File: src/design/sgr_pkg.sv
`timescale 1ns / 1ps
// ----------------------------------------------------------------------------
// sgr_pkg
// Shared types, constants and the ramp function for the sensor to rgb gradient block.
// ----------------------------------------------------------------------------
package sgr_pkg;

    localparam int unsigned SAMPLE_W = 12;
    localparam int unsigned DUTY_W   = 8;
    localparam int unsigned OFFSET_W = 10;

    localparam logic [SAMPLE_W-1:0] DEADBAND_RESET = 12'd10;

    // region bounds of the five ramps
    localparam logic [SAMPLE_W-1:0] LOW_CLAMP  = 12'd242;
    localparam logic [SAMPLE_W-1:0] RAMP1_END  = 12'd813;
    localparam logic [SAMPLE_W-1:0] RAMP2_END  = 12'd1385;
    localparam logic [SAMPLE_W-1:0] RAMP3_BASE = 12'd1386;
    localparam logic [SAMPLE_W-1:0] RAMP3_END  = 12'd1957;
    localparam logic [SAMPLE_W-1:0] RAMP4_END  = 12'd2529;
    localparam logic [SAMPLE_W-1:0] RAMP5_BASE = 12'd2530;
    localparam logic [SAMPLE_W-1:0] HIGH_CLAMP = 12'd3100;

    localparam logic [DUTY_W-1:0] DUTY_FULL = 8'd255;
    localparam logic [DUTY_W-1:0] DUTY_OFF  = 8'd0;

    // 255 * ceil(2^27 / 571): floor(off*this >> 27) == floor(255*off/571) for off <= 571
    localparam int unsigned RAMP_SHIFT = 27;
    localparam logic [25:0] RAMP_MULT  = 26'd59939790;

    typedef struct packed {
        logic [DUTY_W-1:0] red;
        logic [DUTY_W-1:0] green;
        logic [DUTY_W-1:0] blue;
    } t_rgb;

    function automatic logic [DUTY_W-1:0] ramp(input logic [OFFSET_W-1:0] off);
        logic [35:0] prod;
        prod = 36'(off) * 36'(RAMP_MULT);
        return prod[RAMP_SHIFT+DUTY_W-1:RAMP_SHIFT];
    endfunction

endpackage

File: src/design/sgr_map.sv
`timescale 1ns / 1ps
// ----------------------------------------------------------------------------
// sgr_map
// Maps one sample onto the five-ramp colour gradient with clamps.
// ----------------------------------------------------------------------------
module sgr_map (
    input  logic [sgr_pkg::SAMPLE_W-1:0] i_sample,
    output sgr_pkg::t_rgb                o_rgb
);
    import sgr_pkg::*;

    logic [SAMPLE_W-1:0] diff;
    logic [DUTY_W-1:0]   level;

    // one shared ramp: pick the offset of the region the sample falls in
    always_comb begin
        if (i_sample <= RAMP1_END) begin
            diff = i_sample - LOW_CLAMP;
        end else if (i_sample <= RAMP2_END) begin
            diff = RAMP2_END - i_sample;
        end else if (i_sample <= RAMP3_END) begin
            diff = i_sample - RAMP3_BASE;
        end else if (i_sample <= RAMP4_END) begin
            diff = RAMP4_END - i_sample;
        end else begin
            diff = i_sample - RAMP5_BASE;
        end
    end

    assign level = ramp(diff[OFFSET_W-1:0]);

    always_comb begin
        if (i_sample < LOW_CLAMP) begin
            o_rgb = '{red: DUTY_FULL, green: DUTY_OFF, blue: DUTY_OFF};
        end else if (i_sample <= RAMP1_END) begin
            o_rgb = '{red: DUTY_FULL, green: level, blue: DUTY_OFF};
        end else if (i_sample <= RAMP2_END) begin
            o_rgb = '{red: level, green: DUTY_FULL, blue: DUTY_OFF};
        end else if (i_sample <= RAMP3_END) begin
            o_rgb = '{red: DUTY_OFF, green: DUTY_FULL, blue: level};
        end else if (i_sample <= RAMP4_END) begin
            o_rgb = '{red: DUTY_OFF, green: level, blue: DUTY_FULL};
        end else if (i_sample <= HIGH_CLAMP) begin
            o_rgb = '{red: level, green: DUTY_OFF, blue: DUTY_FULL};
        end else begin
            o_rgb = '{red: DUTY_FULL, green: DUTY_OFF, blue: DUTY_FULL};
        end
    end

endmodule

File: src/design/sensor_to_rgb_gradient.sv
`timescale 1ns / 1ps
// ----------------------------------------------------------------------------
// sensor_to_rgb_gradient
// Temperature sample to rgb pwm duty mapping with a deadband.
// ----------------------------------------------------------------------------
// Takes one sample word per clock while o_ready is high and returns one result
// word per sample through the input and result registers. A sample that differs
// from the held sample by at least the deadband replaces it and recomputes the
// held duties; every result carries the held duties and an updated flag. The held
// sample is compared and rewritten in the same stage, so consecutive samples see
// each other's effect with no gap. The deadband register resets to 10; the user
// must write it only while the block is idle, which the block does not enforce.
module sensor_to_rgb_gradient (
    input  logic                         i_clk,
    input  logic                         i_rst_n,
    input  logic                         i_deadband_we,
    input  logic [sgr_pkg::SAMPLE_W-1:0] i_deadband,
    input  logic                         i_valid,
    output logic                         o_ready,
    input  logic [sgr_pkg::SAMPLE_W-1:0] i_sample,
    output logic                         o_valid,
    input  logic                         i_ready,
    output logic [sgr_pkg::DUTY_W-1:0]   o_red_duty,
    output logic [sgr_pkg::DUTY_W-1:0]   o_green_duty,
    output logic [sgr_pkg::DUTY_W-1:0]   o_blue_duty,
    output logic                         o_updated
);
    import sgr_pkg::*;

    logic [SAMPLE_W-1:0] r_deadband;
    logic                r_in_valid;
    logic [SAMPLE_W-1:0] r_in_sample;
    logic [SAMPLE_W-1:0] r_held;
    t_rgb                r_level;
    logic                r_out_valid;
    t_rgb                r_out_rgb;
    logic                r_out_updated;

    logic                out_load;
    logic                in_take;
    logic [SAMPLE_W-1:0] sample_gap;
    logic                pass;
    t_rgb                mapped;

    assign out_load = r_in_valid && (!r_out_valid || i_ready);
    assign o_ready  = !r_in_valid || out_load;
    assign in_take  = i_valid && o_ready;

    assign sample_gap = (r_in_sample >= r_held) ? (r_in_sample - r_held)
                                                : (r_held - r_in_sample);
    assign pass = (sample_gap >= r_deadband);

    sgr_map u_map (
        .i_sample (r_in_sample),
        .o_rgb    (mapped)
    );

    always_ff @(posedge i_clk) begin
        if (!i_rst_n) begin
            r_deadband <= DEADBAND_RESET;
        end else if (i_deadband_we) begin
            r_deadband <= i_deadband;
        end
    end

    // input register
    always_ff @(posedge i_clk) begin
        if (!i_rst_n) begin
            r_in_valid <= 1'b0;
        end else if (o_ready) begin
            r_in_valid <= i_valid;
        end
    end

    always_ff @(posedge i_clk) begin
        if (in_take) begin
            r_in_sample <= i_sample;
        end
    end

    // held state moves with the word entering the result register
    always_ff @(posedge i_clk) begin
        if (!i_rst_n) begin
            r_held  <= '0;
            r_level <= '0;
        end else if (out_load && pass) begin
            r_held  <= r_in_sample;
            r_level <= mapped;
        end
    end

    always_ff @(posedge i_clk) begin
        if (!i_rst_n) begin
            r_out_valid <= 1'b0;
        end else if (out_load) begin
            r_out_valid <= 1'b1;
        end else if (i_ready) begin
            r_out_valid <= 1'b0;
        end
    end

    always_ff @(posedge i_clk) begin
        if (out_load) begin
            r_out_rgb     <= pass ? mapped : r_level;
            r_out_updated <= pass;
        end
    end

    assign o_valid      = r_out_valid;
    assign o_red_duty   = r_out_rgb.red;
    assign o_green_duty = r_out_rgb.green;
    assign o_blue_duty  = r_out_rgb.blue;
    assign o_updated    = r_out_updated;

endmodule

File: config.mk
export PLATFORM = sky130hd
export DESIGN_NAME = sensor_to_rgb_gradient
export DESIGN_NICKNAME = d
export VERILOG_FILES = /design/src/design/sgr_pkg.sv /design/src/design/sgr_map.sv /design/src/design/sensor_to_rgb_gradient.sv
export SDC_FILE = /design/constraint.sdc
export NUM_CORES = 1
export LEC_CHECK = 0
export ABC_AREA = 1
export BUFFER_PORTS_ARGS = -buffer_cell sky130_fd_sc_hd__buf_2
export CORE_MARGIN = 10
export CORE_UTILIZATION = 64
export DETAILED_ROUTE_END_ITERATION = 12
export PLACE_DENSITY = 0.94
export SLEW_MARGIN = 20
export SYNTH_ARGS = -nofsm -noshare
export SYNTH_HDL_FRONTEND = slang
export SYNTH_HIERARCHICAL = 1
export SYNTH_SLANG_ARGS = --single-unit
export TNS_END_PERCENT = 1
File: constraint.sdc
create_clock -name i_clk -period 9.5 [get_ports i_clk]
set_input_delay 0.95 -clock i_clk [delete_from_list [all_inputs] [get_ports i_clk]]
set_output_delay 0.95 -clock i_clk [all_outputs]
set_load 0.1 [all_outputs]
==> reports/metrics.yaml, run 1 <==
status: "completed"
numPortBuffers: 55
cpMostUsedCell: "nand2_1"
async_flop_share: 0
cts.clk_slew.worst_paths_ns: 0.07
drive_gt1_frac: 0.0823
chipWidth_um: 150
numCtsBuffers: 9
syn_nets: 1758
dieArea_mm2: 0.0226
rsz0062_at_grt: "false"
io_pins: 56
clk_latency_ns: 0.35
clock_sinks: 87
synth_common_cells: "nand2_1, inv_1, nor2_1"
start_util: 0.653
syn2layout_area_growth_pct: 6.04
syn-cell-area_mm2: 0.0109
grt_pass1_vias: 9815
setup_viol: 0
synth_area_leaders: "ha_1, fa_1, nand2_1"
crit_type: "register to register"
post-synth-top-count-cell: "nand2_1"
yosysWarnings: 6
core_mm2: 0.0166
synth_edf_count: 37
fmax_mhz: 120
drv_cap: 0
ant_nets: 0
num_vias: 10200
grtUsageTotal: 0.260
nNetsFinal: 1789
critical_path.max_stage_delay_ns: 0.62
period_minus_slack_ns: 8.36
synth.top_cell.area_share: 0.155
antenna_found_initial: 1
ctsResizeCount: 0
tns_ns: 0
synth-seq-cells: 87
cp-end-kind: "register"
worst_hold_path_type: "register to register"
gp_congestion: 1.00
cpMaxStageDelayCell: "fa_1"
hold_violations: 0
period_share: 0.880
wire_per_inst_um: 16.4
max-clock-path-buffers: 2
cp.arrival_ns: 8.60
cts_setup_buffers: 0
cts_tree: "yes"
cts_root_buf: "clkbuf_16"
htreeDepth: 3
dr.pass1.iters: 6
viasPerCell: 5.73
slew_headroom: 0.308
synth.distinct_cells: 51
synth_top_area_cell: "ha_1"
synth_flop_cell: "dfxtp_1"
netlist_instances: 1519
worst_clock_skew_ns: 0.00787
finish.utilization: 0.693
worst_pin_slew_ns: 1.04
overflow: 0
drc: 0
rows: 47
place_inst: 1759
layout.cells.non_filler: 1776
finalWirelength_um: 29200
syn_area_per_cell_um2: 7.16
final_max_slew_viol_count: 0
drt_iter0_markers: 1028
critPathRequiredTime_ns: 9.74
path_max_fanout: 20
grt_pass1_wl_um: 47500
grt_max_degree: 122
cts_hold_buf: 0
hpwl_um: 23200
fp.dieH_um: 150
crit_path_start_kind: "register"
ys_seq_area_frac: 0.194
## worst max-delay path, delay by kind of cell, from the launching register on
kind / cells / cell delay, ns
adder cells (fa/ha/maj): 6 / 2.97
AO/OA/AOI/OAI: 9 / 1.34
AND/OR/NAND/NOR: 19 / 2.14
buffers and inverters: 6 / 0.68
flip-flops: 1 / 0.56
XOR/XNOR: 1 / 0.54
## logic make-up (layout without fill, tap and decap cells)
group           after synthesis  in the layout  share of synthesized area
buf+inv                     353            389                      0.131
xor+xnor                     23             23                     0.0192
simple gates                636            636                      0.256
other cells                   0              1                          0
compound gates              210            210                      0.106
flops                        87             87                      0.194
fa+ha+maj                   210            210                      0.293
## final cells by class
type                            instances  area (um2)
Multi-Input combinational cell       1079        7360
Fill cell                            1325        5110
Sequential cell                        87        2110
Inverter                              315        1180
Timing Repair Buffer                   58         298
Tap cell                              220         275
Clock buffer                           11         254
Clock inverter                          5        45.0
Antenna cell                            1        2.50
## through the flow
step / setup slack [ns] / hold slack, ns / area, um2
floorplan: 2.65 / 0.435 / 10900
global placement: 1.70 / 0.455 / 11200
detailed placement: 1.37 / 0.455 / 11200
CTS: 1.32 / 0.464 / 11500
global route: 0.601 / 0.497 / 11500
finish: 1.14 / 0.464 / 11500
## path summary, 6_finish.rpt
path | from | endpoint | slack (ns) | depth (start not counted)
worst max-delay path | r_in_sample[4]$_DFFE_PP_ | r_level[21]$_SDFFE_PN0P_ | 1.14 | 41
worst min register to register | r_deadband[11]$_SDFFE_PN0P_ | r_deadband[11]$_SDFFE_PN0P_ | 0.46 | 2
worst max register to register | r_in_sample[4]$_DFFE_PP_ | r_level[21]$_SDFFE_PN0P_ | 1.14 | 41
worst min-delay path | r_deadband[11]$_SDFFE_PN0P_ | r_deadband[11]$_SDFFE_PN0P_ | 0.46 | 2
## flip-flops by register name, summed over array words and instances, names as in the netlist
name	count
r_level	24
o_valid	1
o_blue_duty	8
r_in_valid	1
r_held	12
o_updated	1
r_in_sample	12
r_deadband	12
o_green_duty	8
o_red_duty	8
## per-layer routing
layer | track usage | vias up | share of wire
li1 | - | 4853 | -
met5 | 0 | - | 0
met2 | 0.430 | 501 | 0.47
met4 | 0.0933 | 0 | 0.034
met3 | 0.0627 | 97 | 0.098
met1 | 0.323 | 4718 | 0.40
## cell usage in the layout, fill, tap and decap left out, drive strengths merged
| master | count |
|---|---|
| a211oi | 3 |
| a21o | 2 |
| a21oi | 140 |
| a221oi | 2 |
| a22oi | 1 |
| a31o | 1 |
| a31oi | 4 |
| a32oi | 2 |
| buf | 58 |
| clkbuf | 11 |
| clkinv | 1 |
| dfxtp | 50 |
| diode | 1 |
| edfxtp | 37 |
| fa | 75 |
| ha | 135 |
| inv | 319 |
| nand2 | 342 |
| nand3 | 113 |
| nand3b | 3 |
| nand4 | 11 |
| nor2 | 149 |
| nor3 | 9 |
| nor4 | 4 |
| nor4b | 1 |
| o2111a | 1 |
| o211ai | 1 |
| o21a | 2 |
| o21ai | 43 |
| o21ba | 1 |
| o21bai | 3 |
| o221ai | 2 |
| o22ai | 1 |
| o31ai | 1 |
| or2 | 4 |
| xnor2 | 5 |
| xor2 | 18 |
Power of run 1 is left out: the tool's default activity adds up to more than one toggle a clock period on the data nets, which glitch-free logic cannot reach.
==> inputs of run 2 (changes only) <==
--- a/config.mk
+++ b/config.mk
@@ -7,8 +7,10 @@
 export LEC_CHECK = 0
 export ABC_AREA = 1
 export BUFFER_PORTS_ARGS = -buffer_cell sky130_fd_sc_hd__buf_2
+export CORE_ASPECT_RATIO = 1.25
 export CORE_MARGIN = 10
 export CORE_UTILIZATION = 64
+export CTS_CLUSTER_SIZE = 12
 export DETAILED_ROUTE_END_ITERATION = 12
 export PLACE_DENSITY = 0.94
 export SLEW_MARGIN = 20
==> constraint.sdc (replaced) <==
create_clock -name i_clk -period 9.45 [get_ports i_clk]
set_input_delay 0.945 -clock i_clk [delete_from_list [all_inputs] [get_ports i_clk]]
set_output_delay 0.945 -clock i_clk [all_outputs]
set_load 0.1 [all_outputs]
==> run 2 against run 1 <==
  * Via count is 1.8% lower
  * Sequential share of layout area about the same
  * Sequential cell count stayed put
  * First-iteration DRC count is 30% lower
  * Highest routed layer unchanged
  * Critical endpoint is now r_level[9]$_SDFFE_PN0P_
  * Register-to-register slack improved by 0.12 ns
==> reports/metrics.yaml, run 2 (synthesis gave the netlist of run 1 again) <==
status: "completed"
drive_gt1_frac: 0.0824
critPathRequiredTime_ns: 9.74
hold_start: "r_deadband[1]$_SDFFE_PN1P_"
finalWirelength_um: 29000
crit_path_start_kind: "register"
path_max_fanout: 20
cpMaxStageDelayCell: "fa_1"
largest_register_ffs: 24
core_mm2: 0.0168
drc: 0
fp.dieH_um: 166
cts_tree: "yes"
final_common_cell: "nand2_1"
min_path_cells: 2
rsz0062_at_grt: "false"
cts_root_buf: "clkbuf_16"
start_util: 0.648
cp-end-kind: "register"
max-clock-path-buffers: 2
grtUsageTotal: 0.255
worst_hold_path_type: "register to register"
numCtsBuffers: 9
cts.clk_slew.worst_paths_ns: 0.07
fmax_mhz: 122
num_vias: 9984
rrSetupSlack_ns: 1.26
slew_headroom: 0.348
ctsResizeCount: 0
worst_clock_skew_ns: 0.0140
final_cell_mix: "nand2_1, inv_1, nor2_1, a21oi_1, ha_1"
grt_max_degree: 122
antennaDiodeCount: 0
syn2layout_area_growth_pct: 5.96
clk_latency_ns: 0.35
worst_pin_slew_ns: 0.978
io_pins: 56
chipWidth_um: 137
top_register: "r_level"
min_to: "r_deadband[1]$_SDFFE_PN1P_"
drv_cap: 0
critical_path.max_stage_delay_ns: 0.63
dieArea_mm2: 0.0226
period_minus_slack_ns: 8.19
drt_iter0_markers: 718
r2r_start: "r_in_sample[4]$_DFFE_PP_"
overflow: 0
period_share: 0.867
crit_type: "register to register"
hold-worst-slack_ns: 0.479
clock_sinks: 87
tns_ns: 0
ant_nets: 0
hpwl_um: 23200
viasPerCell: 5.63
grt_pass1_wl_um: 47200
rows: 53
wire_per_inst_um: 16.4
hold_violations: 0
n_fill_cell: 1326
crit-reg2reg-capture: "r_level[9]$_SDFFE_PN0P_"
final_max_slew_viol_count: 0
gp_congestion: 1.00
nNetsFinal: 1788
setup_viol: 0
critPathTopFamily: "adder cells"
numPortBuffers: 55
worst-path-buf-inv: 6
cp.arrival_ns: 8.48
antenna_found_initial: 0
worstRegToRegCells: 33
dr.pass1.iters: 6
cts_setup_buffers: 0
grt_pass1_vias: 9970
htreeDepth: 3
cts_hold_buf: 0
run 2: layout make-up:
cell class	instances	area (um2)	area share
timing repair buffer	57	290	0.0252
inverter	315	1180	0.103
clock buffer	9	225	0.0195
tap	220	275	0.0239
sequential	87	2110	0.183
clock inverter	7	75.1	0.00652
multi-input combinational	1079	7360	0.639
run 2: worst min-delay path: cells and delay by family, from the launching register on:
kind	cells	cell delay, ns
buffers and inverters	1	0.06
AOI/OAI and AO/OA	1	0.07
DFF	1	0.30
run 2: through the flow:
| stage | cell area [um2] | cells | setup WS, ns | util |
|---|---|---|---|---|
| 3_3_place_gp | 11200 | 1758 | 1.62 | 0.668 |
| 2_1_floorplan | 10900 | 1519 | 2.60 | - |
| 3_5_place_dp | 11200 | 1758 | 1.41 | 0.668 |
| 6_report | 11500 | 1774 | 1.26 | 0.687 |
| 4_1_cts | 11500 | 1774 | 1.39 | 0.686 |
| 5_1_grt | 11500 | 1774 | 0.632 | 0.687 |
run 2: worst max-delay path by stage:
stage,startpoint,to,slack (ns),cells past startpoint
2_1_floorplan,r_in_sample[4]$_DFFE_PP_,o_red_duty[5]$_DFFE_PP_,2.60,39
3_3_place_gp,r_in_sample[5]$_DFFE_PP_,r_level[9]$_SDFFE_PN0P_,1.62,32
3_5_place_dp,r_in_sample[4]$_DFFE_PP_,r_level[21]$_SDFFE_PN0P_,1.41,41
4_1_cts,r_in_sample[4]$_DFFE_PP_,r_level[5]$_SDFFE_PN0P_,1.39,41
5_1_grt,r_in_sample[4]$_DFFE_PP_,r_level[5]$_SDFFE_PN0P_,0.63,40
6_report,r_in_sample[4]$_DFFE_PP_,r_level[9]$_SDFFE_PN0P_,1.26,33
run 2: metal layers:
layer / GRT usage / share of wire
met1: 0.283 / 0.38
met2: 0.456 / 0.51
met3: 0.0227 / 0.053
met4: 0.148 / 0.057
met5: 0 / 0
Power of run 2 is left out for the same reason.
